**src/hw/rtl/tsrt_pkg.sv**
```systemverilog
// tsrt_pkg: shared types, constants and time helpers for the time sorted record table
// used by tsrt_ctrl, tsrt_datapath and time_sorted_record_table
`timescale 1ns / 1ps
`default_nettype none

package tsrt_pkg;

    localparam int unsigned DEPTH_DEFAULT = 16;

    localparam int unsigned CODE_W   = 40;
    localparam int unsigned HOUR_W   = 5;
    localparam int unsigned MIN_W    = 6;
    localparam int unsigned TIME_W   = 11;
    localparam int unsigned KIND_W   = 2;
    localparam int unsigned STATUS_W = 3;
    localparam int unsigned DATA_W   = 64;

    localparam int unsigned MIN_PER_HOUR = 60;
    // floor(t * 2185 / 2^17) equals t / 60 for every 11-bit t
    localparam int unsigned RECIP_60     = 2185;
    localparam int unsigned RECIP_SHIFT  = 17;
    localparam int unsigned PROD_W       = 23;

    typedef enum logic [KIND_W-1:0] {
        KIND_INSERT = 2'd0,
        KIND_REMOVE = 2'd1,
        KIND_DUMP   = 2'd2
    } kind_t;

    typedef enum logic [STATUS_W-1:0] {
        ST_INSERTED  = 3'd0,
        ST_REMOVED   = 3'd1,
        ST_NOT_FOUND = 3'd2,
        ST_FULL      = 3'd3,
        ST_RECORD    = 3'd4,
        ST_EMPTY     = 3'd5
    } status_t;

    typedef struct packed {
        logic [CODE_W-1:0] code;
        logic [TIME_W-1:0] sched_time;
        logic              delay;
        logic [TIME_W-1:0] exp_time;
    } entry_t;

    typedef struct packed {
        logic [HOUR_W-1:0] hour;
        logic [MIN_W-1:0]  minute;
    } hm_t;

    typedef enum logic [2:0] {
        S_IDLE,
        S_INS_SCAN,
        S_INS_PUT,
        S_REM_SCAN,
        S_DUMP_RD,
        S_DUMP_OUT,
        S_RESP
    } state_t;

    typedef enum logic [3:0] {
        DP_NONE,
        DP_INS_START,
        DP_INS_SCAN,
        DP_INS_PUT,
        DP_REM_START,
        DP_REM_SCAN,
        DP_DUMP_START,
        DP_DUMP_RD,
        DP_DUMP_OUT,
        DP_RESP
    } dp_op_t;

    typedef struct packed {
        logic    capture;
        dp_op_t  op;
        status_t status;
    } dp_cmd_t;

    typedef struct packed {
        logic count_zero;
        logic count_full;
        logic slot_free;
        logic ins_shift;
        logic idx_one;
        logic at_last;
        logic rem_hit;
    } dp_flags_t;

    function automatic logic [TIME_W-1:0] to_minutes(input logic [HOUR_W-1:0] h,
                                                     input logic [MIN_W-1:0]  m);
        return TIME_W'(TIME_W'(h) * TIME_W'(MIN_PER_HOUR)) + TIME_W'(m);
    endfunction

    function automatic hm_t split_time(input logic [TIME_W-1:0] t);
        logic [PROD_W-1:0] prod;
        logic [5:0]        q;
        logic [TIME_W-1:0] r;
        hm_t               hm;
        prod      = PROD_W'(t) * PROD_W'(RECIP_60);
        q         = prod[PROD_W-1:RECIP_SHIFT];
        r         = t - TIME_W'(TIME_W'(q) * TIME_W'(MIN_PER_HOUR));
        hm.hour   = q[HOUR_W-1:0];
        hm.minute = r[MIN_W-1:0];
        return hm;
    endfunction

endpackage

`default_nettype wire

```
**src/hw/rtl/tsrt_ram.sv**
```systemverilog
// tsrt_ram: generic single write port, single read port ram with registered read
// no dependencies
`timescale 1ns / 1ps
`default_nettype none

module tsrt_ram #(
    parameter int unsigned WIDTH = 8,
    parameter int unsigned DEPTH = 16
) (
    input  wire logic                     clk,
    input  wire logic                     wr_en,
    input  wire logic [$clog2(DEPTH)-1:0] wr_addr,
    input  wire logic [WIDTH-1:0]         wr_data,
    input  wire logic                     rd_en,
    input  wire logic [$clog2(DEPTH)-1:0] rd_addr,
    output logic      [WIDTH-1:0]         rd_data
);

    logic [WIDTH-1:0] mem [DEPTH];
    logic [WIDTH-1:0] rd_data_reg;

    always_ff @(posedge clk)
    begin
        if (wr_en)
        begin
            mem[wr_addr] <= wr_data;
        end
        if (rd_en)
        begin
            rd_data_reg <= mem[rd_addr];
        end
    end

    assign rd_data = rd_data_reg;

endmodule

`default_nettype wire

```
**src/hw/rtl/tsrt_ctrl.sv**
```systemverilog
// tsrt_ctrl: state machine sequencing insert, remove and dump requests
// depends on tsrt_pkg
`timescale 1ns / 1ps
`default_nettype none

module tsrt_ctrl (
    input  wire logic                          clk,
    input  wire logic                          rst_n,
    input  wire logic                          s_tvalid,
    input  wire logic [tsrt_pkg::KIND_W-1:0]   s_tuser,
    output logic                               s_tready,
    input  wire tsrt_pkg::dp_flags_t           flags,
    output tsrt_pkg::dp_cmd_t                  cmd
);

    tsrt_pkg::state_t  state_reg, state_next;
    tsrt_pkg::status_t resp_reg, resp_next;

    always_ff @(posedge clk or negedge rst_n)
    begin
        if (!rst_n)
        begin
            state_reg <= tsrt_pkg::S_IDLE;
            resp_reg  <= tsrt_pkg::ST_INSERTED;
        end
        else
        begin
            state_reg <= state_next;
            resp_reg  <= resp_next;
        end
    end

    always_comb
    begin
        state_next  = state_reg;
        resp_next   = resp_reg;
        s_tready    = 1'b0;
        cmd.capture = 1'b0;
        cmd.op      = tsrt_pkg::DP_NONE;
        cmd.status  = resp_reg;

        unique case (state_reg)
            tsrt_pkg::S_IDLE:
            begin
                s_tready = 1'b1;
                if (s_tvalid)
                begin
                    cmd.capture = 1'b1;
                    unique case (tsrt_pkg::kind_t'(s_tuser))
                        tsrt_pkg::KIND_INSERT:
                        begin
                            if (flags.count_full)
                            begin
                                resp_next  = tsrt_pkg::ST_FULL;
                                state_next = tsrt_pkg::S_RESP;
                            end
                            else
                            begin
                                cmd.op     = tsrt_pkg::DP_INS_START;
                                state_next = flags.count_zero ? tsrt_pkg::S_INS_PUT
                                                              : tsrt_pkg::S_INS_SCAN;
                            end
                        end
                        tsrt_pkg::KIND_REMOVE:
                        begin
                            if (flags.count_zero)
                            begin
                                resp_next  = tsrt_pkg::ST_NOT_FOUND;
                                state_next = tsrt_pkg::S_RESP;
                            end
                            else
                            begin
                                cmd.op     = tsrt_pkg::DP_REM_START;
                                state_next = tsrt_pkg::S_REM_SCAN;
                            end
                        end
                        tsrt_pkg::KIND_DUMP:
                        begin
                            if (flags.count_zero)
                            begin
                                resp_next  = tsrt_pkg::ST_EMPTY;
                                state_next = tsrt_pkg::S_RESP;
                            end
                            else
                            begin
                                cmd.op     = tsrt_pkg::DP_DUMP_START;
                                state_next = tsrt_pkg::S_DUMP_RD;
                            end
                        end
                        default:
                        begin
                            // unused kind code: dropped without a response
                            state_next = tsrt_pkg::S_IDLE;
                        end
                    endcase
                end
            end

            tsrt_pkg::S_INS_SCAN:
            begin
                cmd.op = tsrt_pkg::DP_INS_SCAN;
                if (flags.ins_shift)
                begin
                    if (flags.idx_one)
                    begin
                        state_next = tsrt_pkg::S_INS_PUT;
                    end
                end
                else
                begin
                    resp_next  = tsrt_pkg::ST_INSERTED;
                    state_next = tsrt_pkg::S_RESP;
                end
            end

            tsrt_pkg::S_INS_PUT:
            begin
                cmd.op     = tsrt_pkg::DP_INS_PUT;
                resp_next  = tsrt_pkg::ST_INSERTED;
                state_next = tsrt_pkg::S_RESP;
            end

            tsrt_pkg::S_REM_SCAN:
            begin
                cmd.op = tsrt_pkg::DP_REM_SCAN;
                if (flags.at_last)
                begin
                    resp_next  = flags.rem_hit ? tsrt_pkg::ST_REMOVED : tsrt_pkg::ST_NOT_FOUND;
                    state_next = tsrt_pkg::S_RESP;
                end
            end

            tsrt_pkg::S_DUMP_RD:
            begin
                cmd.op     = tsrt_pkg::DP_DUMP_RD;
                state_next = tsrt_pkg::S_DUMP_OUT;
            end

            tsrt_pkg::S_DUMP_OUT:
            begin
                if (flags.slot_free)
                begin
                    cmd.op     = tsrt_pkg::DP_DUMP_OUT;
                    state_next = flags.at_last ? tsrt_pkg::S_IDLE : tsrt_pkg::S_DUMP_RD;
                end
            end

            tsrt_pkg::S_RESP:
            begin
                if (flags.slot_free)
                begin
                    cmd.op     = tsrt_pkg::DP_RESP;
                    state_next = tsrt_pkg::S_IDLE;
                end
            end

            default:
            begin
                state_next = tsrt_pkg::S_IDLE;
            end
        endcase
    end

endmodule

`default_nettype wire

```
**src/hw/rtl/tsrt_datapath.sv**
```systemverilog
// tsrt_datapath: record ram, request and index registers, entry count and output register
// depends on tsrt_pkg and tsrt_ram
`timescale 1ns / 1ps
`default_nettype none

module tsrt_datapath #(
    parameter int unsigned DEPTH = tsrt_pkg::DEPTH_DEFAULT
) (
    input  wire logic                             clk,
    input  wire logic                             rst_n,
    input  wire tsrt_pkg::dp_cmd_t                cmd,
    output tsrt_pkg::dp_flags_t                   flags,
    input  wire logic [tsrt_pkg::DATA_W-1:0]      s_tdata,
    output logic                                  m_tvalid,
    input  wire logic                             m_tready,
    output logic      [tsrt_pkg::DATA_W-1:0]      m_tdata,
    output logic      [tsrt_pkg::STATUS_W-1:0]    m_tuser,
    output logic                                  m_tlast
);

    localparam int unsigned AW = $clog2(DEPTH);
    localparam int unsigned CW = $clog2(DEPTH + 1);

    tsrt_pkg::entry_t req_reg, req_next;
    tsrt_pkg::entry_t rd_entry, wr_entry;

    logic [AW-1:0] idx_reg, idx_next;
    logic [CW-1:0] count_reg, count_next;
    logic          found_reg, found_next;

    logic          wr_en, rd_en;
    logic [AW-1:0] wr_addr, rd_addr;

    logic [CW-1:0] count_m1;
    logic          code_hit;

    logic                          m_tvalid_reg, m_tvalid_next;
    logic [tsrt_pkg::DATA_W-1:0]   m_tdata_reg, m_tdata_next;
    logic [tsrt_pkg::STATUS_W-1:0] m_tuser_reg, m_tuser_next;
    logic                          m_tlast_reg, m_tlast_next;
    logic                          out_load;

    tsrt_pkg::hm_t sched_hm, exp_hm;

    tsrt_ram #(
        .WIDTH ($bits(tsrt_pkg::entry_t)),
        .DEPTH (DEPTH)
    ) u_ram (
        .clk     (clk),
        .wr_en   (wr_en),
        .wr_addr (wr_addr),
        .wr_data (wr_entry),
        .rd_en   (rd_en),
        .rd_addr (rd_addr),
        .rd_data (rd_entry)
    );

    assign count_m1 = count_reg - CW'(1);
    assign code_hit = (rd_entry.code == req_reg.code);

    assign flags.count_zero = (count_reg == '0);
    assign flags.count_full = (count_reg == CW'(DEPTH));
    assign flags.slot_free  = !m_tvalid_reg || m_tready;
    // stored record is later than the new one, so it moves up a slot
    assign flags.ins_shift  = (rd_entry.sched_time > req_reg.sched_time);
    assign flags.idx_one    = (idx_reg == AW'(1));
    assign flags.at_last    = (CW'(idx_reg) == count_m1);
    assign flags.rem_hit    = found_reg || code_hit;

    assign sched_hm = tsrt_pkg::split_time(rd_entry.sched_time);
    assign exp_hm   = tsrt_pkg::split_time(rd_entry.exp_time);

    // request capture: code, hour, minute, delay, expected hour, expected minute
    always_comb
    begin
        req_next = req_reg;
        if (cmd.capture)
        begin
            req_next.code       = s_tdata[39:0];
            req_next.sched_time = tsrt_pkg::to_minutes(s_tdata[44:40], s_tdata[50:45]);
            req_next.delay      = s_tdata[51];
            req_next.exp_time   = tsrt_pkg::to_minutes(s_tdata[56:52], s_tdata[62:57]);
        end
    end

    always_comb
    begin
        idx_next     = idx_reg;
        count_next   = count_reg;
        found_next   = found_reg;
        wr_en        = 1'b0;
        wr_addr      = idx_reg;
        wr_entry     = rd_entry;
        rd_en        = 1'b0;
        rd_addr      = idx_reg;
        out_load     = 1'b0;
        m_tdata_next = '0;
        m_tuser_next = m_tuser_reg;
        m_tlast_next = 1'b1;

        unique case (cmd.op)
            tsrt_pkg::DP_NONE:
            begin
                idx_next = idx_reg;
            end
            tsrt_pkg::DP_INS_START:
            begin
                idx_next = count_reg[AW-1:0];
                rd_en    = 1'b1;
                rd_addr  = count_m1[AW-1:0];
            end
            tsrt_pkg::DP_INS_SCAN:
            begin
                wr_en = 1'b1;
                if (flags.ins_shift)
                begin
                    wr_entry = rd_entry;
                    idx_next = idx_reg - AW'(1);
                    rd_en    = 1'b1;
                    rd_addr  = idx_reg - AW'(2);
                end
                else
                begin
                    wr_entry   = req_reg;
                    count_next = count_reg + CW'(1);
                end
            end
            tsrt_pkg::DP_INS_PUT:
            begin
                wr_en      = 1'b1;
                wr_entry   = req_reg;
                count_next = count_reg + CW'(1);
            end
            tsrt_pkg::DP_REM_START:
            begin
                idx_next   = '0;
                found_next = 1'b0;
                rd_en      = 1'b1;
                rd_addr    = '0;
            end
            tsrt_pkg::DP_REM_SCAN:
            begin
                // once the match is behind us every record slides down one slot
                if (found_reg)
                begin
                    wr_en    = 1'b1;
                    wr_addr  = idx_reg - AW'(1);
                    wr_entry = rd_entry;
                end
                found_next = found_reg || code_hit;
                if (flags.at_last)
                begin
                    if (flags.rem_hit)
                    begin
                        count_next = count_m1;
                    end
                end
                else
                begin
                    idx_next = idx_reg + AW'(1);
                    rd_en    = 1'b1;
                    rd_addr  = idx_reg + AW'(1);
                end
            end
            tsrt_pkg::DP_DUMP_START:
            begin
                idx_next = '0;
            end
            tsrt_pkg::DP_DUMP_RD:
            begin
                rd_en   = 1'b1;
                rd_addr = idx_reg;
            end
            tsrt_pkg::DP_DUMP_OUT:
            begin
                out_load     = 1'b1;
                m_tdata_next = {1'b0, exp_hm.minute, exp_hm.hour, rd_entry.delay,
                                sched_hm.minute, sched_hm.hour, rd_entry.code};
                m_tuser_next = tsrt_pkg::ST_RECORD;
                m_tlast_next = flags.at_last;
                if (!flags.at_last)
                begin
                    idx_next = idx_reg + AW'(1);
                end
            end
            tsrt_pkg::DP_RESP:
            begin
                out_load     = 1'b1;
                m_tuser_next = cmd.status;
                m_tlast_next = 1'b1;
            end
            default:
            begin
                idx_next = idx_reg;
            end
        endcase
    end

    always_comb
    begin
        m_tvalid_next = m_tvalid_reg;
        if (out_load)
        begin
            m_tvalid_next = 1'b1;
        end
        else if (m_tready)
        begin
            m_tvalid_next = 1'b0;
        end
    end

    always_ff @(posedge clk or negedge rst_n)
    begin
        if (!rst_n)
        begin
            count_reg    <= '0;
            idx_reg      <= '0;
            found_reg    <= 1'b0;
            m_tvalid_reg <= 1'b0;
        end
        else
        begin
            count_reg    <= count_next;
            idx_reg      <= idx_next;
            found_reg    <= found_next;
            m_tvalid_reg <= m_tvalid_next;
        end
    end

    always_ff @(posedge clk)
    begin
        req_reg <= req_next;
        if (out_load)
        begin
            m_tdata_reg <= m_tdata_next;
            m_tuser_reg <= m_tuser_next;
            m_tlast_reg <= m_tlast_next;
        end
    end

    assign m_tvalid = m_tvalid_reg;
    assign m_tdata  = m_tdata_reg;
    assign m_tuser  = m_tuser_reg;
    assign m_tlast  = m_tlast_reg;

endmodule

`default_nettype wire

```
**src/hw/rtl/time_sorted_record_table.sv**
```systemverilog
// time_sorted_record_table: top level joining the controller and the datapath
// depends on tsrt_pkg, tsrt_ctrl, tsrt_datapath and tsrt_ram
//
// Holds up to DEPTH records sorted by scheduled time (hour*60+minute) in one ram with a
// single write and a single registered read port. A request carries its kind in s_tuser:
// insert (placed after every record with an equal or earlier time, status full when the
// table is full), remove (first record with the same code, else not found) or dump (one
// response per record in time order with m_tlast on the last, or a single empty status).
// Insert and remove answer with one status response. Requests are taken one at a time:
// s_tready is high only between requests. Insert and remove scan the stored records
// through the ram read port, one record per cycle; a dump reads each record and then
// loads it into the output register, waiting while the output stalls. A finished response
// waits in the output register while the next request is already accepted.
`timescale 1ns / 1ps
`default_nettype none

module time_sorted_record_table #(
    parameter int unsigned DEPTH = tsrt_pkg::DEPTH_DEFAULT
) (
    input  wire logic                             clk,
    input  wire logic                             rst_n,
    input  wire logic                             s_tvalid,
    output logic                                  s_tready,
    // flight_code, sched_hour, sched_minute, is_delayed, expect_hour, expect_minute, pad
    input  wire logic [tsrt_pkg::DATA_W-1:0]      s_tdata,
    // kind
    input  wire logic [tsrt_pkg::KIND_W-1:0]      s_tuser,
    output logic                                  m_tvalid,
    input  wire logic                             m_tready,
    // out_code, out_hour, out_minute, out_delayed, out_expect_hour, out_expect_minute, pad
    output logic      [tsrt_pkg::DATA_W-1:0]      m_tdata,
    // status
    output logic      [tsrt_pkg::STATUS_W-1:0]    m_tuser,
    output logic                                  m_tlast
);

    tsrt_pkg::dp_cmd_t   cmd;
    tsrt_pkg::dp_flags_t flags;

    tsrt_ctrl u_ctrl (
        .clk      (clk),
        .rst_n    (rst_n),
        .s_tvalid (s_tvalid),
        .s_tuser  (s_tuser),
        .s_tready (s_tready),
        .flags    (flags),
        .cmd      (cmd)
    );

    tsrt_datapath #(
        .DEPTH (DEPTH)
    ) u_datapath (
        .clk      (clk),
        .rst_n    (rst_n),
        .cmd      (cmd),
        .flags    (flags),
        .s_tdata  (s_tdata),
        .m_tvalid (m_tvalid),
        .m_tready (m_tready),
        .m_tdata  (m_tdata),
        .m_tuser  (m_tuser),
        .m_tlast  (m_tlast)
    );

endmodule

`default_nettype wire

```
**config.mk**
```make
export PLATFORM = sky130hd
export DESIGN_NAME = time_sorted_record_table
export DESIGN_NICKNAME = d
export VERILOG_FILES = /design/src/hw/rtl/tsrt_pkg.sv /design/src/hw/rtl/tsrt_ram.sv /design/src/hw/rtl/tsrt_ctrl.sv /design/src/hw/rtl/tsrt_datapath.sv /design/src/hw/rtl/time_sorted_record_table.sv
export SDC_FILE = /design/constraint.sdc
export NUM_CORES = 1
export LEC_CHECK = 0
export ABC_AREA = 1
export BUFFER_PORTS_ARGS = -buffer_cell sky130_fd_sc_hd__buf_2
export CAP_MARGIN = 5
export CORE_AREA = 4 4 361 363
export CTS_CLUSTER_DIAMETER = 80
export CTS_CLUSTER_SIZE = 30
export DETAILED_ROUTE_END_ITERATION = 8
export DIE_AREA = 0 0 365 367
export GPL_ROUTABILITY_DRIVEN = 0
export PLACE_DENSITY = 0.65
export SETUP_SLACK_MARGIN = 0.02
export SLEW_MARGIN = 20
export SYNTH_ARGS = -nofsm -noshare
export SYNTH_HDL_FRONTEND = slang
export SYNTH_SLANG_ARGS = --single-unit
```
**constraint.sdc**
```tcl
create_clock -name clk -period 13.05 [get_ports clk]
set_clock_uncertainty 0.2 [all_clocks]
set_input_delay 2.61 -clock clk [delete_from_list [all_inputs] [get_ports clk]]
set_output_delay 2.61 -clock clk [all_outputs]
set_load 0.05 [all_outputs]
```
# Yosys cells after proc, flatten, opt, wreduce, memory -nomap -nowiden
# Memories as Yosys holds them, arrays and structs flattened. A register that Yosys moved wholly into a read port is not among the register bits.
# Cells that the tools add are included.
# op_classes
magnitude_cmp	1
n_reduce_logical	22
n_eq_ne	35
add_sub_neg	9
mux	57
mul	6
# ops
cell	n
one-hot mux 63 bit (2 select lines)	1
two-way mux 63 bit	1
two-way mux 3 bit	17
multiplier 11 x 12 -> 23 bit (second input constant)	2
== test 40 bit	1
one-hot mux 4 bit (4 select lines)	2
two-way mux 4 bit	7
one-hot mux 4 bit (7 select lines)	1
adder 11 x 6 -> 11 bit	2
one-hot mux 3 bit (7 select lines)	1
two-way mux 5 bit	4
multiplier 5 x 4 -> 9 bit (second input constant)	2
one-hot mux 3 bit (3 select lines)	2
== test 4 x 3 -> 1 bit (second input constant)	4
inequality test 2 bit (second input constant)	8
one-hot mux 5 bit (3 select lines)	1
multiplier 6 x 4 -> 4 bit (second input constant)	2
one-hot mux 3 bit (4 select lines)	1
one-hot mux 4 bit (3 select lines)	1
subtractor 6 bit	2
greater-than comparator 11 bit	1
two-way mux 1 bit	11
== test 3 bit (second input constant)	3
== test 4 x 1 -> 1 bit (second input constant)	2
other kinds (35)	51
# word_totals
output_inout_bits	70
in_bits	70
mem_count	1
ram_bits	1008
elab_cells	145
register_bits	148
# memory_table
name	words	word_bits	read_ports	rd_clocked_by_memory_dff	wr	line	source
u_datapath.u_ram.mem	16	63	1	1	1	tsrt_ram.sv:19	logic [WIDTH-1:0] mem [DEPTH];

# Logic depth before layout (Yosys ltp)
# Gate-level depths: netlist of the first run.
# logic_depth
depth_word	10
mapped_depth	26
depth_no_buf	26

# Modules after synthesis
# From an unflattened synthesis of the first run, not the netlist that was laid out.
# unflattened
hier_cells	5545
hier_area_um2	57056.0
# modules_own_cells
mod	seq_area_each_um2	instances	cells_each	area_each_um2
tsrt_ram	32160.8	1	4143	45072.0
tsrt_datapath	4179.0	1	1290	11287.1
tsrt_ctrl	150.1	1	112	696.9

# Worst setup path before layout of the first run
# Ideal clock, no wire load.
# synth_timing
path_kind	input to register
start	input port s_tuser[0] in the netlist's numbering
end	register u_datapath.u_ram.rd_data_reg[0], in the netlist u_datapath.u_ram.rd_data[0], read port of u_datapath.u_ram.mem, enable pin
required_time_ns	12.149
setup_slack_ns	1.517
setup_time_ns	0.701
cell_stages	8
n_path_buf	0
t_arrival_ns	10.633
cell_sequence	ha_1 > inv_1 > nand4_2 > nor2_1 > nor2_2 > nand2_4 > inv_2 > o311ai_0
# synth_via
elab_chain_len	7
elab_cells_between_ends	14
cone_classes	eq/ne (7); mux (5); reduce/logical (2)
# synth_rtl
element	line	source
start, declared	time_sorted_record_table.sv:27	input wire logic [tsrt_pkg::KIND_W-1:0] s_tuser,
== test 2 bit, or another cell as far along	tsrt_ctrl.sv:49	unique case (tsrt_pkg::kind_t'(s_tuser))
one-hot mux 4 bit (3 select lines) *	tsrt_ctrl.sv:49	
two-way mux 5 bit *	tsrt_ctrl.sv:46	if (s_tvalid)
one-hot mux 4 bit (7 select lines) *	tsrt_ctrl.sv:42	unique case (state_reg)
== test 4 x 3 -> 1 bit or == test 4 x 1 -> 1 bit (tied branches)	tsrt_datapath.sv:101	unique case (cmd.op)
OR reduction 3 bit (no line)	-	
one-hot mux 1 bit (3 select lines) *	tsrt_datapath.sv:101	
named net u_datapath.rd_en	tsrt_datapath.sv:31	logic wr_en, rd_en;
end, declared	tsrt_ram.sv:20	logic [WIDTH-1:0] rd_data_reg;
# Mark *: on every way through the listed nets, which the timed path passes. The rest lies on a longest branch.
# A chain may end at the register's enable or synchronous reset.

# Worst setup path in the final report of the first run
# layout_timing
start	input port m_tready
end	register u_datapath.u_ram.rd_data_reg[31], in the netlist u_datapath.u_ram.rd_data[31], read port of u_datapath.u_ram.mem, data pin
# layout_via
elab_chain_len	6
elab_cells_between_ends	12
cone_classes	eq/ne (5); mux (5); reduce/logical (2)
# layout_rtl
element	line	source
start, declared	time_sorted_record_table.sv:29	input wire logic m_tready,
logical OR 1 bit *	tsrt_datapath.sv:63	assign flags.slot_free = !m_tvalid_reg || m_tready;
two-way mux 4 bit (on tied branches)	tsrt_ctrl.sv:150, tsrt_ctrl.sv:141	
one-hot mux 4 bit (7 select lines) *	tsrt_ctrl.sv:42	
== test 4 x 3 -> 1 bit or == test 4 x 1 -> 1 bit (tied branches)	tsrt_datapath.sv:101	
OR reduction 3 bit (no line)	-	
one-hot mux 1 bit (3 select lines)	tsrt_datapath.sv:101	
# Mark *: on every way between the ends. The rest lies on a longest branch, timed or not.

==> flow_summary.html, run 1 <==
<table>
<tr><th>Metric</th><th>Value</th></tr>
<tr><th colspan="2">Outcome</th></tr>
<tr><td>Outcome</td><td>finished clean</td></tr>
<tr><th colspan="2">Synth</th></tr>
<tr><td>Synthesized instance count</td><td>approximately 5300</td></tr>
<tr><td>Synthesized net count</td><td>5598</td></tr>
<tr><td>Main combinational cell family by area after synthesis</td><td>simple AND/OR/NAND/NOR gates</td></tr>
<tr><td>Warnings from Yosys</td><td>0</td></tr>
<tr><td>Post-synthesis cell area</td><td>0.0569 mm^2</td></tr>
<tr><td>Top-area cell type share of the netlist area</td><td>0.634</td></tr>
<tr><td>Number of flip-flops and latches in the synthesized netlist</td><td>1218</td></tr>
<tr><td>Post-synth top area cell</td><td>sky130_fd_sc_hd__edfxtp_1</td></tr>
<tr><td>EDFF count, synth</td><td>~1200</td></tr>
<tr><td>Leading post-synthesis cells by instance count</td><td>1201 x sky130_fd_sc_hd__edfxtp_1, 1187 x sky130_fd_sc_hd__nand2_1, 1179 x sky130_fd_sc_hd__nand3_1</td></tr>
<tr><td>Synth Area in Adders</td><td>0.0466</td></tr>
<tr><td>Count leader, synth</td><td>sky130_fd_sc_hd__edfxtp_1</td></tr>
<tr><td>Number of distinct standard cells referenced by the synthesized netlist</td><td>55</td></tr>
<tr><td>Fraction of registers with async set or reset after synthesis</td><td>0.0140</td></tr>
<tr><td>Ys flop type</td><td>sky130_fd_sc_hd__edfxtp_1</td></tr>
<tr><td>Synth Area in XOR/XNOR</td><td>0.0112</td></tr>
<tr><td>Portion of netlist area occupied by mux cells</td><td>0</td></tr>
<tr><td>Average footprint of a synthesized cell</td><td>10.7 um^2</td></tr>
<tr><td>Area fraction in and, or, nand and nor cells after synthesis</td><td>0.207</td></tr>
<tr><td>Complex-gate fraction of the synthesized area</td><td>0.0172</td></tr>
<tr><td>Most area-consuming cells after synthesis</td><td>sky130_fd_sc_hd__edfxtp_1 63%, sky130_fd_sc_hd__nand3_1 10%, sky130_fd_sc_hd__nand2_1 7.8%, sky130_fd_sc_hd__inv_1 5.1%, sky130_fd_sc_hd__ha_1 3.4%</td></tr>
<tr><td>Register area share after synthesis</td><td>0.642</td></tr>
<tr><th colspan="2">Critical path</th></tr>
<tr><td>Start of the worst register-to-register path</td><td>u_ctrl.state_reg[1]</td></tr>
<tr><td>Launching element of the worst setup path</td><td>m_tready</td></tr>
<tr><td>WP data arrival</td><td>8.12 ns</td></tr>
<tr><td>Type of the worst setup path</td><td>input port to register</td></tr>
<tr><td>Critical path endpoint category</td><td>register</td></tr>
<tr><td>CP startpoint kind</td><td>input port</td></tr>
<tr><td>Largest fanout on the critical path</td><td>192</td></tr>
<tr><td>Reg-to-reg slack, setup</td><td>6.48 ns</td></tr>
<tr><td>Endpoint required time on the critical path</td><td>about 13 ns</td></tr>
<tr><th colspan="2">Final layout</th></tr>
<tr><td>Flip-flop count of the largest register after layout</td><td>a little over 1000</td></tr>
<tr><td>Area added between synthesis and finish</td><td>7.57%</td></tr>
<tr><td>Register with the highest flop count</td><td>u_datapath.u_ram.mem</td></tr>
<tr><td>Fill cell count</td><td>11250</td></tr>
<tr><td>Number of diodes</td><td>0</td></tr>
<tr><td>Share of final-layout standard cells stronger than drive strength 1</td><td>0.0718</td></tr>
<tr><td>Final net count</td><td>5621</td></tr>
<tr><th colspan="2">Timing</th></tr>
<tr><td>Setup Total Neg Slack</td><td>0 ns</td></tr>
<tr><td>Total of endpoints with negative setup slack in the final report</td><td>0</td></tr>
<tr><td>Period minus WS final</td><td>7.88 ns</td></tr>
<tr><td>PnR worst setup slack</td><td>5.17 ns</td></tr>
<tr><td>Final Max Tran Viols</td><td>0</td></tr>
<tr><td>Setup repair after global routing missed its margin</td><td>false</td></tr>
<tr><td>Total count of hold-check failures in the final report</td><td>0</td></tr>
<tr><td>Tcrit/Tclk final</td><td>0.604</td></tr>
<tr><td>Fmax</td><td>127 MHz</td></tr>
<tr><td>Slew headroom</td><td>0.230</td></tr>
<tr><td>Slew @ Worst Pin</td><td>1.15 ns</td></tr>
<tr><th colspan="2">Floorplanning</th></tr>
<tr><td>Area enclosed by the die boundary</td><td>0.134 mm^2</td></tr>
<tr><td>Count of standard-cell rows</td><td>131</td></tr>
<tr><td>Y dimension of the die</td><td>367 um</td></tr>
<tr><td>I/O pin cnt</td><td>140</td></tr>
<tr><td>Initial standard-cell utilization of the core</td><td>0.448</td></tr>
<tr><td>Core area</td><td>0.127 mm^2</td></tr>
<tr><td>Die span in x</td><td>365 um</td></tr>
<tr><th colspan="2">CTS</th></tr>
<tr><td>Setup Buffers After CTS</td><td>0</td></tr>
<tr><td>Post-cts sizing count</td><td>0</td></tr>
<tr><td>H-Tree Level Count</td><td>2</td></tr>
<tr><td>Number of clock sinks</td><td>1218</td></tr>
<tr><td>Clk root buf</td><td>sky130_fd_sc_hd__clkbuf_16</td></tr>
<tr><td>Total CTS buffers</td><td>53</td></tr>
<tr><td>Clock input transition at the sequential cells of the worst setup and hold paths</td><td>around 0.11 ns</td></tr>
<tr><td>Clock buffer depth</td><td>3</td></tr>
<tr><td>Later-pin clock latency in the skew report</td><td>0.70 ns</td></tr>
<tr><td>Post-CTS Hold Fix Bufs</td><td>0</td></tr>
<tr><td>TritonCTS clock tree</td><td>yes</td></tr>
<tr><th colspan="2">Drt</th></tr>
<tr><td>Vias</td><td>38233</td></tr>
<tr><td>Met1 wire length</td><td>62.8 mm</td></tr>
<tr><td>Final routed wirelength across all metal layers</td><td>~150 mm</td></tr>
<tr><td>Routed wire length on met3</td><td>12.5 mm</td></tr>
<tr><td>Number of DRC violations after detailed-routing iteration 0</td><td>4189</td></tr>
<tr><td>DR DRC count</td><td>0</td></tr>
<tr><td>Via-per-instance ratio</td><td>5.42</td></tr>
<tr><td>Top layer reached by signal wires</td><td>met4</td></tr>
<tr><td>Post-detailed-route wirelength per cell</td><td>just over 20 um</td></tr>
<tr><td>Antenna violation net count after detailed routing</td><td>0</td></tr>
<tr><td>Drt pass-1 iters</td><td>6</td></tr>
<tr><td>Met2 Routed Length</td><td>68.0 mm</td></tr>
<tr><th colspan="2">Placement</th></tr>
<tr><td>IO Port Bufs</td><td>about 140</td></tr>
<tr><td>Worst Setup Slack post-DPL</td><td>4.31 ns</td></tr>
<tr><td>Post-DP HPWL</td><td>76.0 mm</td></tr>
<tr><th colspan="2">Global route</th></tr>
<tr><td>Wire length of the first global-routing pass</td><td>219 mm</td></tr>
<tr><td>Global route total overflow</td><td>0</td></tr>
<tr><td>Largest net degree at the start of global routing</td><td>215</td></tr>
<tr><td>Tot GR Track Use</td><td>0.214</td></tr>
<tr><td>Number of antenna violations at the first check in global routing</td><td>4</td></tr>
<tr><td>Vias in the first global route</td><td>~36000</td></tr>
<tr><th colspan="2">Min path</th></tr>
<tr><td>Hold wc startpoint</td><td>u_ctrl.resp_reg[2]</td></tr>
<tr><td>Hold WC Path Type</td><td>register to register</td></tr>
<tr><th colspan="2">Flow run</th></tr>
<tr><td>Count of max-cap constraint violations</td><td>0</td></tr>
</table>
[worst max-delay path: stages]
cell and delay (ns):
sky130_fd_sc_hd__buf_2 0.07, sky130_fd_sc_hd__nor2_1 0.09, sky130_fd_sc_hd__nor2_2 0.34, sky130_fd_sc_hd__nor2_1 0.18, sky130_fd_sc_hd__inv_4 0.39, sky130_fd_sc_hd__buf_16 0.31
sky130_fd_sc_hd__nor2_1 0.10, sky130_fd_sc_hd__nand2_2 0.13, sky130_fd_sc_hd__nor2_2 0.08, sky130_fd_sc_hd__nor2_8 0.53, sky130_fd_sc_hd__buf_12 0.72, sky130_fd_sc_hd__buf_4 0.89
sky130_fd_sc_hd__buf_4 0.69, sky130_fd_sc_hd__nand3b_1 0.17, sky130_fd_sc_hd__nand3_1 0.17, sky130_fd_sc_hd__nand3_1 0.11, sky130_fd_sc_hd__nand3_1 0.14, sky130_fd_sc_hd__nand2_1 0.09
[metrics by stage]
stage	utilization	area [um^2]	cells	hold WS, ns
5_1_grt	0.482	61200	7053	0.368
4_1_cts	0.481	61100	7050	0.334
3_5_place_dp	0.467	59300	6965	0.308
3_3_place_gp	0.467	59300	6964	0.307
6_report	0.482	61200	7053	0.328
2_1_floorplan	-	56900	5338	0.288
[cell usage in the layout, fill, tap and decap left out, types with 6 or more instances in the layout]
cell                        count
sky130_fd_sc_hd__a21o_1         6
sky130_fd_sc_hd__a21oi_1       40
sky130_fd_sc_hd__a31oi_1       10
sky130_fd_sc_hd__buf_2        137
sky130_fd_sc_hd__buf_4        106
sky130_fd_sc_hd__clkbuf_1       6
sky130_fd_sc_hd__clkbuf_16     55
sky130_fd_sc_hd__dfrtp_1       17
sky130_fd_sc_hd__edfxtp_1    1201
sky130_fd_sc_hd__fa_1          36
sky130_fd_sc_hd__ha_1         154
sky130_fd_sc_hd__inv_1        775
sky130_fd_sc_hd__nand2_1     1186
sky130_fd_sc_hd__nand3_1     1179
sky130_fd_sc_hd__nand3b_1      67
sky130_fd_sc_hd__nand4_1       15
sky130_fd_sc_hd__nor2_1       111
sky130_fd_sc_hd__nor2_2         8
sky130_fd_sc_hd__nor2_4        20
sky130_fd_sc_hd__nor3_1         6
sky130_fd_sc_hd__o21ai_0       89
sky130_fd_sc_hd__o21bai_1       6
sky130_fd_sc_hd__xnor2_1       43
sky130_fd_sc_hd__xor2_1        30
[worst paths after layout]
path / cells past startpoint / endpoint
max: 18 / u_datapath.u_ram.rd_data[31]
min: 2 / u_datapath.m_tuser[2]
max reg2reg: 18 / u_datapath.u_ram.rd_data[31]
min reg2reg: 2 / u_datapath.m_tuser[2]
max in group asynchronous: 1 / u_datapath.count_reg[2]
min in group asynchronous: 1 / u_ctrl.state_reg[0]
[routing by layer]
layer,vias up,GRT usage
met5,-,0
met4,0,0.0510
met3,193,0.0281
met2,1577,0.346
met1,18526,0.307
li1,17937,-
[cell families after synthesis]
logic type | after synthesis
buffers and inverters | 1066
other | 1
and+or+nand+nor | 2617
DFF | 1218
adders and majority gates | 190
xor gates and xnor gates | 73
AOI/OAI and AO/OA | 173
[cell type report]
| type | instances | area [um^2] | area share |
|---|---|---|---|
| Tap cell | 1662 | 2080 | 0.0340 |
| Sequential cell | 1218 | 36500 | 0.597 |
| Clock buffer | 61 | 1400 | 0.0229 |
| Timing Repair Buffer | 252 | 1690 | 0.0277 |
| Inverter | 782 | 2940 | 0.0481 |
| Multi-Input combinational cell | 3054 | 16200 | 0.265 |
| Clock inverter | 24 | 362 | 0.00591 |
Power of run 1 is not shown: default switching activity piles up to over one toggle a cycle in this logic, so the estimate is an artifact.
==> run 2: changes to the inputs <==
--- a/config.mk
+++ b/config.mk
@@ -5,14 +5,14 @@
 export SDC_FILE = /design/constraint.sdc
 export NUM_CORES = 1
 export LEC_CHECK = 0
-export ABC_AREA = 1
+export ABC_AREA = 0
 export BUFFER_PORTS_ARGS = -buffer_cell sky130_fd_sc_hd__buf_2
 export CAP_MARGIN = 5
-export CORE_AREA = 4 4 361 363
+export CORE_AREA = 4 4 342 344
 export CTS_CLUSTER_DIAMETER = 80
 export CTS_CLUSTER_SIZE = 30
 export DETAILED_ROUTE_END_ITERATION = 8
-export DIE_AREA = 0 0 365 367
+export DIE_AREA = 0 0 346 348
 export GPL_ROUTABILITY_DRIVEN = 0
 export PLACE_DENSITY = 0.65
 export SETUP_SLACK_MARGIN = 0.02
==> constraint.sdc (replaced) <==
create_clock -name clk -period 8.2 [get_ports clk]
set_clock_uncertainty 0.2 [all_clocks]
set_input_delay 1.64 -clock clk [delete_from_list [all_inputs] [get_ports clk]]
set_output_delay 1.64 -clock clk [all_outputs]
set_load 0.05 [all_outputs]
==> flow_summary.html, run 2 <==
<table>
<tr><th>Metric</th><th>Value</th></tr>
<tr><th colspan="2">Synth</th></tr>
<tr><td>Number of flip-flops and latches in the synthesized netlist</td><td>1218 (unchanged)</td></tr>
<tr><td>Average footprint of a synthesized cell</td><td>19.8 um^2 (+86%)</td></tr>
<tr><td>Fraction of registers with async set or reset after synthesis</td><td>0.0140 (unchanged)</td></tr>
<tr><td>Register area share after synthesis</td><td>0.716 (+0.0738)</td></tr>
<tr><td>Ys flop type</td><td>sky130_fd_sc_hd__edfxtp_1</td></tr>
<tr><td>Top-area cell type share of the netlist area</td><td>0.707 (+0.0729)</td></tr>
<tr><td>Number of distinct standard cells referenced by the synthesized netlist</td><td>75 (+36%)</td></tr>
<tr><td>Synthesized net count</td><td>2831 (-49%)</td></tr>
<tr><td>EDFF count, synth</td><td>1201 (unchanged)</td></tr>
<tr><td>Warnings from Yosys</td><td>0 (unchanged)</td></tr>
<tr><td>Post-synth top area cell</td><td>sky130_fd_sc_hd__edfxtp_1</td></tr>
<tr><td>Synthesized instance count</td><td>2571 (-52%)</td></tr>
<tr><td>Count leader, synth</td><td>sky130_fd_sc_hd__edfxtp_1</td></tr>
<tr><td>Most area-consuming cells after synthesis</td><td>sky130_fd_sc_hd__edfxtp_1 71%, sky130_fd_sc_hd__mux4_2 11%, sky130_fd_sc_hd__ha_1 3.8%, sky130_fd_sc_hd__fa_1 1.4%, sky130_fd_sc_hd__a221o_1 1.3%</td></tr>
<tr><td>Leading post-synthesis cells by instance count</td><td>1201 x sky130_fd_sc_hd__edfxtp_1, 248 x sky130_fd_sc_hd__mux4_2, 154 x sky130_fd_sc_hd__ha_1</td></tr>
<tr><td>Post-synthesis cell area</td><td>0.0510 mm^2 (-10%)</td></tr>
<tr><th colspan="2">CTS</th></tr>
<tr><td>Number of clock sinks</td><td>1218 (unchanged)</td></tr>
<tr><td>TritonCTS clock tree</td><td>yes</td></tr>
<tr><td>Clock buffer depth</td><td>3 (unchanged)</td></tr>
<tr><td>H-Tree Level Count</td><td>2 (unchanged)</td></tr>
<tr><td>Post-cts sizing count</td><td>0 (unchanged)</td></tr>
<tr><td>Clock input transition at the sequential cells of the worst setup and hold paths</td><td>0.11 ns (about the same)</td></tr>
<tr><td>Post-CTS Hold Fix Bufs</td><td>0 (unchanged)</td></tr>
<tr><td>Clk root buf</td><td>sky130_fd_sc_hd__clkbuf_16</td></tr>
<tr><td>Setup Buffers After CTS</td><td>0 (unchanged)</td></tr>
<tr><td>Total CTS buffers</td><td>53 (unchanged)</td></tr>
<tr><td>Later-pin clock latency in the skew report</td><td>0.70 ns (about the same)</td></tr>
<tr><th colspan="2">Drt</th></tr>
<tr><td>Final routed wirelength across all metal layers</td><td>115 mm (-22%)</td></tr>
<tr><td>Number of DRC violations after detailed-routing iteration 0</td><td>2642 (-37%)</td></tr>
<tr><td>Post-detailed-route wirelength per cell</td><td>26.9 um (+30%)</td></tr>
<tr><td>DR DRC count</td><td>0 (unchanged)</td></tr>
<tr><td>Via-per-instance ratio</td><td>5.87 (+8.2%)</td></tr>
<tr><td>Antenna violation net count after detailed routing</td><td>0 (unchanged)</td></tr>
<tr><td>Drt pass-1 iters</td><td>5 (-1)</td></tr>
<tr><td>Vias</td><td>24945 (-35%)</td></tr>
<tr><th colspan="2">Critical path</th></tr>
<tr><td>WP data arrival</td><td>6.04 ns (-2.08 ns)</td></tr>
<tr><td>Critical path, cell by cell</td><td>inv_1, fa_1, fa_1, inv_1, ha_1, ha_1, a21o_1, a21oi_1, nor3b_1, o211ai_1, a21oi_1, a21oi_1, ha_1, ha_1, ha_1, inv_1, ha_1, a21oi_1, xnor2_1, xnor3_1, and2_1</td></tr>
<tr><td>CP startpoint kind</td><td>register</td></tr>
<tr><td>Worst path max stage delay</td><td>0.64 ns (-0.25 ns)</td></tr>
<tr><td>Type of the worst setup path</td><td>register to register</td></tr>
<tr><td>Endpoint required time on the critical path</td><td>8.42 ns (-4.88 ns)</td></tr>
<tr><td>Critical path endpoint category</td><td>register</td></tr>
<tr><td>Highest-delay cell along the critical path</td><td>sky130_fd_sc_hd__edfxtp_1</td></tr>
<tr><td>Most prevalent standard cell on the critical path</td><td>sky130_fd_sc_hd__ha_1</td></tr>
<tr><td>Largest fanout on the critical path</td><td>6 (-97%)</td></tr>
<tr><th colspan="2">Timing</th></tr>
<tr><td>Tcrit/Tclk final</td><td>0.710</td></tr>
<tr><td>Period minus WS final</td><td>5.82 ns</td></tr>
<tr><td>Setup repair after global routing missed its margin</td><td>false</td></tr>
<tr><td>Slew @ Worst Pin</td><td>1.12 ns (-0.0297 ns)</td></tr>
<tr><td>Final Max Tran Viols</td><td>0 (unchanged)</td></tr>
<tr><td>Total of endpoints with negative setup slack in the final report</td><td>0 (unchanged)</td></tr>
<tr><td>Fmax</td><td>172 MHz</td></tr>
<tr><td>Total count of hold-check failures in the final report</td><td>0 (unchanged)</td></tr>
<tr><td>Setup Total Neg Slack</td><td>0 ns (unchanged)</td></tr>
<tr><td>Slew headroom</td><td>0.243 (+0.0129)</td></tr>
<tr><th colspan="2">Floorplanning</th></tr>
<tr><td>Count of standard-cell rows</td><td>124 (-5.3%)</td></tr>
<tr><td>Initial standard-cell utilization of the core</td><td>0.448 (about the same)</td></tr>
<tr><td>Y dimension of the die</td><td>348 um (-5.2%)</td></tr>
<tr><td>I/O pin cnt</td><td>140 (unchanged)</td></tr>
<tr><td>Core area</td><td>0.114 mm^2 (-10%)</td></tr>
<tr><td>Die span in x</td><td>346 um (-5.2%)</td></tr>
<tr><td>Area enclosed by the die boundary</td><td>0.120 mm^2 (-10%)</td></tr>
<tr><th colspan="2">Final layout</th></tr>
<tr><td>Register with the highest flop count</td><td>u_datapath.u_ram.mem</td></tr>
<tr><td>Number of diodes</td><td>0 (unchanged)</td></tr>
<tr><td>Area added between synthesis and finish</td><td>8.83%</td></tr>
<tr><td>Leading cell type in the layout, fill and taps excluded</td><td>sky130_fd_sc_hd__edfxtp_1</td></tr>
<tr><td>Top library cells by usage in the layout, fill and taps aside</td><td>1201 x sky130_fd_sc_hd__edfxtp_1, 248 x sky130_fd_sc_hd__mux4_2, 154 x sky130_fd_sc_hd__ha_1, 137 x sky130_fd_sc_hd__buf_2, 106 x sky130_fd_sc_hd__inv_1</td></tr>
<tr><td>Share of final-layout standard cells stronger than drive strength 1</td><td>0.228 (+0.156)</td></tr>
<tr><td>Fill cell count</td><td>9239 (-18%)</td></tr>
<tr><td>Post-route insts no fill</td><td>4252 (-40%)</td></tr>
<tr><td>Flip-flop count of the largest register after layout</td><td>1008 (unchanged)</td></tr>
<tr><td>Final net count</td><td>2983 (-47%)</td></tr>
<tr><th colspan="2">Flow run</th></tr>
<tr><td>Count of max-cap constraint violations</td><td>0 (unchanged)</td></tr>
<tr><th colspan="2">Global route</th></tr>
<tr><td>Wire length of the first global-routing pass</td><td>168 mm (-23%)</td></tr>
<tr><td>Vias in the first global route</td><td>25523 (-29%)</td></tr>
<tr><td>Global route total overflow</td><td>0 (unchanged)</td></tr>
<tr><td>Number of antenna violations at the first check in global routing</td><td>2 (-2)</td></tr>
<tr><td>Tot GR Track Use</td><td>0.187 (-0.0263)</td></tr>
<tr><td>Largest net degree at the start of global routing</td><td>133 (-38%)</td></tr>
<tr><th colspan="2">Min path</th></tr>
<tr><td>Hold WC Path Type</td><td>register to register</td></tr>
<tr><th colspan="2">Placement</th></tr>
<tr><td>DP Cell Count</td><td>4179 (-40%)</td></tr>
<tr><td>Post-DP HPWL</td><td>65.1 mm (-14%)</td></tr>
<tr><td>IO Port Bufs</td><td>137 (unchanged)</td></tr>
<tr><th colspan="2">Outcome</th></tr>
<tr><td>Outcome</td><td>finished clean</td></tr>
</table>
## run 2: cell count changes in the layout (fill, tap and decap cells not counted), moves of 53 or more
cell | before | now
sky130_fd_sc_hd__mux4_2 | 0 | 248
sky130_fd_sc_hd__nand3_1 | 1179 | 10
sky130_fd_sc_hd__o21ai_0 | 89 | 31
sky130_fd_sc_hd__a22o_1 | 1 | 63
sky130_fd_sc_hd__inv_1 | 775 | 106
sky130_fd_sc_hd__nand3b_1 | 67 | 2
sky130_fd_sc_hd__a221o_1 | 0 | 64
sky130_fd_sc_hd__nor2_1 | 111 | 51
sky130_fd_sc_hd__nand2_1 | 1186 | 46
sky130_fd_sc_hd__buf_4 | 106 | 53
## run 2: final cells by class
type,count,area (um^2),area share
clock buffer,54,1350,0.0243
clock inverter,18,304,0.00548
inverter,108,409,0.00737
multi-input combinational,1136,13700,0.246
sequential,1218,36500,0.657
tap,1512,1890,0.0341
timing repair buffer,206,1390,0.0250
## run 2: worst paths after layout
check	from	end	slack, ns	depth (start not counted)
setup / recovery	u_datapath.u_ram.rd_data[16]	u_datapath.m_tdata[50]	2.38	21
hold / removal	u_ctrl.resp_reg[2]	u_ctrl.resp_reg[2]	0.29	2
setup reg to reg	u_datapath.u_ram.rd_data[16]	u_datapath.m_tdata[50]	2.38	21
hold reg to reg	u_ctrl.resp_reg[2]	u_ctrl.resp_reg[2]	0.29	2
max in group asynchronous	rst_n	u_datapath.idx_reg[3]	6.78	1
min in group asynchronous	rst_n	u_ctrl.resp_reg[0]	0.68	1
## run 2: metal layers
layer / part of all wire / vias to the layer above / global-route usage / wire, um
met5: 0 / - / 0 / 0
met4: 0.012 / 0 / 0.0312 / 1420
met3: 0.068 / 95 / 0.0197 / 7740
met2: 0.49 / 874 / 0.313 / 56300
met1: 0.43 / 13301 / 0.274 / 49000
li1: - / 10675 / - / -
## run 2: metrics by stage
step                setup WS [ns]   util  cell area, um^2  hold WS [ns]
finish                       2.38  0.487            55500         0.285
CTS                          2.32  0.487            55500         0.291
global placement             2.01  0.473            53800         0.263
global route                 2.03  0.487            55500         0.331
floorplan                    1.21      -            51000         0.242
detailed placement           1.95  0.473            53800         0.268
## run 2: cell families after synthesis
kind of cell / synth area share
flip-flops: 0.716
multiplexers: 0.123
AO/OA/AOI/OAI: 0.0455
AND/OR/NAND/NOR: 0.0257
buffers and inverters: 0.0198
adder cells (fa/ha/maj): 0.0519
XOR/XNOR: 0.0180
other: 0.0000735
## run 2: worst max-delay path, delay by kind of cell (launching register included)
kind                       cells  cell delay, ns
AOI/OAI and AO/OA              6            0.94
buffers and inverters          3            0.25
adders and majority gates      8            2.77
xor gates and xnor gates       2            0.38
DFF                            1            0.64
and+or+nand+nor                2            0.37
Power of run 2 is left out for the same reason.
